### config.mk
export PLATFORM = sky130hd
export DESIGN_NAME = sle_seq
export DESIGN_NICKNAME = d
export VERILOG_FILES = /design/src/sv/sle_pkg.sv /design/src/sv/sle_seq.sv
export SDC_FILE = /design/constraint.sdc
export NUM_CORES = 1
export LEC_CHECK = 0
export ABC_AREA = 1
export BUFFER_PORTS_ARGS = -buffer_cell sky130_fd_sc_hd__buf_2
export CAP_MARGIN = 20
export CORE_ASPECT_RATIO = 0.8
export CORE_MARGIN = 3
export CORE_UTILIZATION = 50
export DETAILED_ROUTE_END_ITERATION = 8
export PLACE_DENSITY_LB_ADDON = 0.05
export SLEW_MARGIN = 40
export SYNTH_ARGS = -nofsm -noshare
export SYNTH_HDL_FRONTEND = slang
export SYNTH_SLANG_ARGS = --single-unit
### constraint.sdc
create_clock -name clk -period 4 [get_ports clk]
set_input_delay 1 -clock clk [delete_from_list [all_inputs] [get_ports clk]]
set_output_delay 1 -clock clk [all_outputs]
set_load 0.01 [all_outputs]
### src/sv/sle_pkg.sv
// Shared constants and types for the sequential list engine.
// Used by sle_ram, sle_seq and sequential_list_engine; depends on nothing.
`default_nettype none

package sle_pkg;

    localparam int CAPACITY_DEF = 256;
    localparam int POS_W        = 9;
    localparam int VAL_W        = 32;
    localparam int CMD_W        = 3;
    localparam int STATUS_W     = 2;

    localparam logic [CMD_W-1:0] CMD_CLEAR  = 3'd0;
    localparam logic [CMD_W-1:0] CMD_APPEND = 3'd1;
    localparam logic [CMD_W-1:0] CMD_INSERT = 3'd2;
    localparam logic [CMD_W-1:0] CMD_DELETE = 3'd3;
    localparam logic [CMD_W-1:0] CMD_GET    = 3'd4;
    localparam logic [CMD_W-1:0] CMD_MODIFY = 3'd5;
    localparam logic [CMD_W-1:0] CMD_LOCATE = 3'd6;

    localparam logic [STATUS_W-1:0] ST_OK     = 2'd0;
    localparam logic [STATUS_W-1:0] ST_FULL   = 2'd1;
    localparam logic [STATUS_W-1:0] ST_BADPOS = 2'd2;
    localparam logic [STATUS_W-1:0] ST_MISS   = 2'd3;

    typedef struct packed {
        logic                       done;
        logic [STATUS_W-1:0]        status;
        logic signed [VAL_W-1:0]    out_value;
        logic [POS_W-1:0]           found_position;
        logic [POS_W-1:0]           list_length;
        logic                       is_empty;
    } result_t;

endpackage

`default_nettype wire

### src/sv/sle_seq.sv
// Command sequencer: element count, range checks and the shift/scan loop that
// walks the element store one entry a cycle. Depends on sle_pkg.
`default_nettype none

module sle_seq #(
    parameter int CAPACITY = sle_pkg::CAPACITY_DEF,
    parameter int AW       = $clog2(CAPACITY)
) (
    input  wire logic                               clk,
    input  wire logic                               rst_n,
    input  wire logic                               start,
    output logic                                    busy,
    input  wire logic [sle_pkg::CMD_W-1:0]          command,
    input  wire logic [sle_pkg::POS_W-1:0]          position,
    input  wire logic signed [sle_pkg::VAL_W-1:0]   value,
    output logic                                    wr_en,
    output logic [AW-1:0]                           wr_addr,
    output logic [sle_pkg::VAL_W-1:0]               wr_data,
    output logic                                    rd_en,
    output logic [AW-1:0]                           rd_addr,
    input  wire logic [sle_pkg::VAL_W-1:0]          rd_data,
    output sle_pkg::result_t                        result
);

    localparam int CW = $clog2(CAPACITY + 1);
    localparam int XW = ((CW > sle_pkg::POS_W) ? CW : sle_pkg::POS_W) + 1;

    localparam logic [2:0] S_IDLE      = 3'd0;
    localparam logic [2:0] S_DISPATCH  = 3'd1;
    localparam logic [2:0] S_INS_SHIFT = 3'd2;
    localparam logic [2:0] S_INS_PUT   = 3'd3;
    localparam logic [2:0] S_DEL_SHIFT = 3'd4;
    localparam logic [2:0] S_GET_WAIT  = 3'd5;
    localparam logic [2:0] S_LOC_SCAN  = 3'd6;
    localparam logic [2:0] S_DONE      = 3'd7;

    logic [2:0]                         state_reg, state_next;
    logic [sle_pkg::CMD_W-1:0]          cmd_reg, cmd_next;
    logic [sle_pkg::POS_W-1:0]          pos_reg, pos_next;
    logic [sle_pkg::VAL_W-1:0]          val_reg, val_next;
    logic [CW-1:0]                      count_reg, count_next;
    logic [CW-1:0]                      ptr_reg, ptr_next;
    logic [sle_pkg::STATUS_W-1:0]       status_reg, status_next;
    logic [sle_pkg::VAL_W-1:0]          outv_reg, outv_next;
    logic [sle_pkg::POS_W-1:0]          found_reg, found_next;

    logic [XW-1:0] cnt_x;
    logic [XW-1:0] pos_x;
    logic [XW-1:0] pos_m1;
    logic [XW-1:0] ptr_x;
    logic [XW-1:0] last_x;
    logic          is_full;
    logic          pos_in_list;
    logic          pos_in_ins;

    assign cnt_x       = XW'(count_reg);
    assign pos_x       = XW'(pos_reg);
    assign pos_m1      = pos_x - XW'(1);
    assign ptr_x       = XW'(ptr_reg);
    assign last_x      = cnt_x - XW'(1);
    assign is_full     = (cnt_x >= XW'(CAPACITY));
    assign pos_in_list = (pos_x != '0) && (pos_x <= cnt_x);
    assign pos_in_ins  = (pos_x != '0) && (pos_x <= cnt_x + XW'(1));

    assign busy = (state_reg != S_IDLE);

    always_comb
    begin
        state_next  = state_reg;
        cmd_next    = cmd_reg;
        pos_next    = pos_reg;
        val_next    = val_reg;
        count_next  = count_reg;
        ptr_next    = ptr_reg;
        status_next = status_reg;
        outv_next   = outv_reg;
        found_next  = found_reg;
        wr_en       = 1'b0;
        wr_addr     = pos_m1[AW-1:0];
        wr_data     = val_reg;
        rd_en       = 1'b0;
        rd_addr     = pos_m1[AW-1:0];

        unique case (state_reg)
            S_IDLE:
            begin
                if (start)
                begin
                    cmd_next    = command;
                    pos_next    = position;
                    val_next    = value;
                    status_next = sle_pkg::ST_OK;
                    outv_next   = '0;
                    found_next  = '0;
                    state_next  = S_DISPATCH;
                end
            end

            S_DISPATCH:
            begin
                state_next = S_DONE;
                unique case (cmd_reg)
                    sle_pkg::CMD_CLEAR:
                    begin
                        count_next = '0;
                    end
                    sle_pkg::CMD_APPEND:
                    begin
                        if (is_full)
                        begin
                            status_next = sle_pkg::ST_FULL;
                        end
                        else
                        begin
                            wr_en      = 1'b1;
                            wr_addr    = cnt_x[AW-1:0];
                            count_next = count_reg + CW'(1);
                        end
                    end
                    sle_pkg::CMD_INSERT:
                    begin
                        if (is_full)
                        begin
                            status_next = sle_pkg::ST_FULL;
                        end
                        else if (!pos_in_ins)
                        begin
                            status_next = sle_pkg::ST_BADPOS;
                        end
                        else if (pos_x == cnt_x + XW'(1))
                        begin
                            // insert at the tail: nothing to move
                            wr_en      = 1'b1;
                            count_next = count_reg + CW'(1);
                        end
                        else
                        begin
                            rd_en      = 1'b1;
                            rd_addr    = last_x[AW-1:0];
                            ptr_next   = CW'(last_x);
                            state_next = S_INS_SHIFT;
                        end
                    end
                    sle_pkg::CMD_DELETE:
                    begin
                        if (count_reg == '0)
                        begin
                            status_next = sle_pkg::ST_MISS;
                        end
                        else if (!pos_in_list)
                        begin
                            status_next = sle_pkg::ST_BADPOS;
                        end
                        else
                        begin
                            rd_en      = 1'b1;
                            ptr_next   = CW'(pos_m1);
                            state_next = S_DEL_SHIFT;
                        end
                    end
                    sle_pkg::CMD_GET:
                    begin
                        if (!pos_in_list)
                        begin
                            status_next = sle_pkg::ST_BADPOS;
                        end
                        else
                        begin
                            rd_en      = 1'b1;
                            state_next = S_GET_WAIT;
                        end
                    end
                    sle_pkg::CMD_MODIFY:
                    begin
                        if (!pos_in_list)
                        begin
                            status_next = sle_pkg::ST_BADPOS;
                        end
                        else
                        begin
                            wr_en = 1'b1;
                        end
                    end
                    sle_pkg::CMD_LOCATE:
                    begin
                        if (count_reg == '0)
                        begin
                            status_next = sle_pkg::ST_MISS;
                        end
                        else
                        begin
                            rd_en      = 1'b1;
                            rd_addr    = '0;
                            ptr_next   = '0;
                            state_next = S_LOC_SCAN;
                        end
                    end
                    default:
                    begin
                        status_next = sle_pkg::ST_OK;
                    end
                endcase
            end

            S_INS_SHIFT:
            begin
                // rd_data holds the entry at ptr; move it up one place
                wr_en   = 1'b1;
                wr_addr = AW'(ptr_x + XW'(1));
                wr_data = rd_data;
                if (ptr_x == pos_m1)
                begin
                    state_next = S_INS_PUT;
                end
                else
                begin
                    rd_en    = 1'b1;
                    rd_addr  = AW'(ptr_x - XW'(1));
                    ptr_next = ptr_reg - CW'(1);
                end
            end

            S_INS_PUT:
            begin
                wr_en      = 1'b1;
                count_next = count_reg + CW'(1);
                state_next = S_DONE;
            end

            S_DEL_SHIFT:
            begin
                if (ptr_x == pos_m1)
                begin
                    outv_next = rd_data;
                end
                else
                begin
                    // close the gap: drop this entry one place down
                    wr_en   = 1'b1;
                    wr_addr = AW'(ptr_x - XW'(1));
                    wr_data = rd_data;
                end
                if (ptr_x == last_x)
                begin
                    count_next = count_reg - CW'(1);
                    state_next = S_DONE;
                end
                else
                begin
                    rd_en    = 1'b1;
                    rd_addr  = AW'(ptr_x + XW'(1));
                    ptr_next = ptr_reg + CW'(1);
                end
            end

            S_GET_WAIT:
            begin
                outv_next  = rd_data;
                state_next = S_DONE;
            end

            S_LOC_SCAN:
            begin
                if (rd_data == val_reg)
                begin
                    found_next  = sle_pkg::POS_W'(ptr_x + XW'(1));
                    status_next = sle_pkg::ST_OK;
                    state_next  = S_DONE;
                end
                else if (ptr_x == last_x)
                begin
                    status_next = sle_pkg::ST_MISS;
                    state_next  = S_DONE;
                end
                else
                begin
                    rd_en    = 1'b1;
                    rd_addr  = AW'(ptr_x + XW'(1));
                    ptr_next = ptr_reg + CW'(1);
                end
            end

            S_DONE:
            begin
                state_next = S_IDLE;
            end
        endcase
    end

    always_comb
    begin
        result.done           = (state_reg == S_DONE);
        result.status         = status_reg;
        result.out_value      = outv_reg;
        result.found_position = found_reg;
        result.list_length    = cnt_x[sle_pkg::POS_W-1:0];
        result.is_empty       = (count_reg == '0);
    end

    always_ff @(posedge clk or negedge rst_n)
    begin
        if (!rst_n)
        begin
            state_reg <= S_IDLE;
            count_reg <= '0;
        end
        else
        begin
            state_reg <= state_next;
            count_reg <= count_next;
        end
    end

    always_ff @(posedge clk)
    begin
        cmd_reg    <= cmd_next;
        pos_reg    <= pos_next;
        val_reg    <= val_next;
        ptr_reg    <= ptr_next;
        status_reg <= status_next;
        outv_reg   <= outv_next;
        found_reg  <= found_next;
    end

endmodule

`default_nettype wire

==> metrics <==
Leak between 0.004 and 0.005 uW; chip width between 100 and 150 um; Final HPWL DP between 20 and 25 mm; io pins approximately 180; gr usage total 0.300; P per Cell Area 850 nW/um^2; Syn Area/Cell around 7.6 sq um; Cell Area, Synth between 8000 and 9000 sq um; Min-Delay Path Class primary input to async pin; vias in the first global route approximately 7.6k; core area between 15000 and 20000 sq um; Seq/Total Area, Yosys 0.391; largest net degree at the start of global routing 45; share of cells above drive strength 1 0.314; top cell type's share of synthesized area 0.354; Max Cap Viol 0; number of synthesized register bits 108; Peak VDD IR 0.439 mV; fin cells 1528; CP Capture Type output port; initial antenna violation count 0; H-tree depth 3; Antenna diodes 0; unrepaired setup endpoints after global routing yes; Synth area leaders edfxtp_1 35%, nand2_1 14%, nand3_1 5.8%; first-pass GRT wire length ~42 mm; port bufs around 180; First-pass DRT Iterations 6; outcome finished clean; DIE AREA ~18000 sq um; Slew Viols, Final 0; hold_buf cts 0; # nets final between 1k and 1.5k; Synth area leader edfxtp_1; clk slew on worst S/H paths approximately 0.08 ns; setup_tns 0 ns; total clock sinks around 110; worst hold slack 0.530 ns; Fin. Hold Viols 0; Worst-Skew Late Latency between 0.3 and 0.4 ns; Final ANT Viol Nets 0; CP Class flop to output port; Top FF cell, synth edfxtp_1; clk buf depth 2; Tot Pwr between 8000 and 9000 uW; highest clock rate approximately 250 MHz; Required @ worst endpoint 3.00 ns; total CTS buffers 9; relative slew slack 0.488; crit share post-route 0.998; number of enable flip-flop cells after synthesis 96; Mapped Nets approximately 1.2k; Via density around 5.5; initial core utilization 0.513; FF-to-FF path depth 17; CTS tree done; Setup crit start kind flop; Residual DRC 0; P&R area growth vs syn 25.7%; placed insts about 1.5k; Root Driver clkbuf_16; Final Wtd Congestion roughly 1.1; Arrival @ worst endpoint roughly 3.0 ns; final WL between 20 and 30 mm; Site Rows a little over 40; Synth Instances 1078; via count approximately 8.3k; Synth Warn # 0; Worst Path Max Fanout 6; WL/cell around 18 um; setup violators final 0; ys async rst share 0.111; die height 120 um; Max Clock Skew between 0.01 and 0.015 ns; worst-margin pin slew 0.765 ns; fin crit period between 3 and 4 ns; Netlist cell types 47; total gr overflow 0; DRT iter0 DRCs ~840
synthesized netlist by cell type (3+ instances only):
cell and instances:
nor2_2 6, clkbuf_1 8, inv_1 119, buf_2 7, nand2_1 305, nor2_4 6, a21boi_0 3, nand2_2 38
nand3_2 3, a21oi_1 20, nor2_8 3, buf_6 6, dfrtp_1 12, nand3_1 94, xnor2_1 23, ha_1 24
xor2_1 11, nor3_1 12, or2_2 7, o21ai_1 16, o22ai_1 11, o21ai_2 29, nand4_1 27, edfxtp_1 96
o211ai_1 14, o21ai_0 27, nor2_1 114, inv_2 14
per-stage QoR:
stage                     cell area (sq um)  utilization  worst slack [ns]
final                                 10200        0.645           0.00964
after global routing                  10200        0.645            -0.135
after CTS                              9990        0.630           0.00839
after detailed placement               9560        0.603            0.0497
after global placement                 9560        0.603            0.0902
after floorplan                        8140            -             0.128
where the power goes:
part / switching, uW / internal [uW] / total [uW]
combinational: 3610 / 1980 / 5590
sequential: 277 / 1830 / 2110
clock: 438 / 554 / 992
total: 4320 / 4370 / 8690
placed cells by master, fill, tap and decap left out, types with 11 or more instances in the layout:
cell type	instances
a21oi_1	17
buf_2	181
buf_4	57
edfxtp_1	96
ha_1	20
inv_1	115
inv_2	16
nand2_1	292
nand2_2	48
nand3_1	88
nand4_1	27
nor2_1	109
nor3_1	12
o211ai_1	14
o21ai_0	20
o21ai_1	21
o21ai_2	30
o22ai_1	11
xnor2_1	23
final timing paths:
check | from | to | slack, ns
min | rst_n | count_reg[1] | 0.53
min in group clk | state_reg[2] | state_reg[2] | 0.66
max in group asynchronous | rst_n | count_reg[7] | 3.20
max reg2reg | count_reg[1] | ptr_reg[6] | 1.03
max | count_reg[1] | rd_addr[5] | 0.01
min reg2reg | state_reg[2] | state_reg[2] | 0.66
per-layer routing:
| layer | part of all wire | track usage |
|---|---|---|
| met5 | 0 | 0 |
| met4 | 0.020 | 0.0808 |
| met3 | 0.12 | 0.0846 |
| met2 | 0.43 | 0.434 |
| met1 | 0.44 | 0.442 |
final cells by class:
cell class | count | area (sq um)
timing repair buffer | 246 | 1460
clock inverter | 6 | 96.3
clock buffer | 9 | 225
tap | 215 | 269
sequential | 108 | 3190
inverter | 135 | 512
fill | 1404 | 5620
multi-input combinational | 809 | 4480
worst max-delay path, stage by stage, from the launching register on:
cell and delay, ns:
dfrtp_1 0.37, ha_2 0.20, nand2_2 0.08, nor2_4 0.11, nand2_2 0.09, o21ai_2 0.15
o21ai_2 0.08, ha_1 0.31, and3_4 0.18, nand2_2 0.07, nor2_2 0.05, nor2_4 0.19
nand4_1 0.14, buf_6 0.17, nand2_1 0.05, nand2_1 0.05, nand2_1 0.05, nand2_1 0.05
nand3_1 0.10, buf_2 0.14
logic make-up after synthesis:
family	share of synthesized area
XOR/XNOR	0.0366
AND/OR/NAND/NOR	0.345
AO/OA/AOI/OAI	0.105
buffers and inverters	0.0862
adder cells (fa/ha/maj)	0.0369
flip-flops	0.391
repair_timing:
action                     in CTS  in global routing
setup endpoints to repair       9                 43
pin swaps                       4                 16
gates resized for setup        18                 44
hold endpoints to repair        0                  0
cloned                          0                  1
buffers inserted                6                  7
Power figures use the tool's default switching activity.
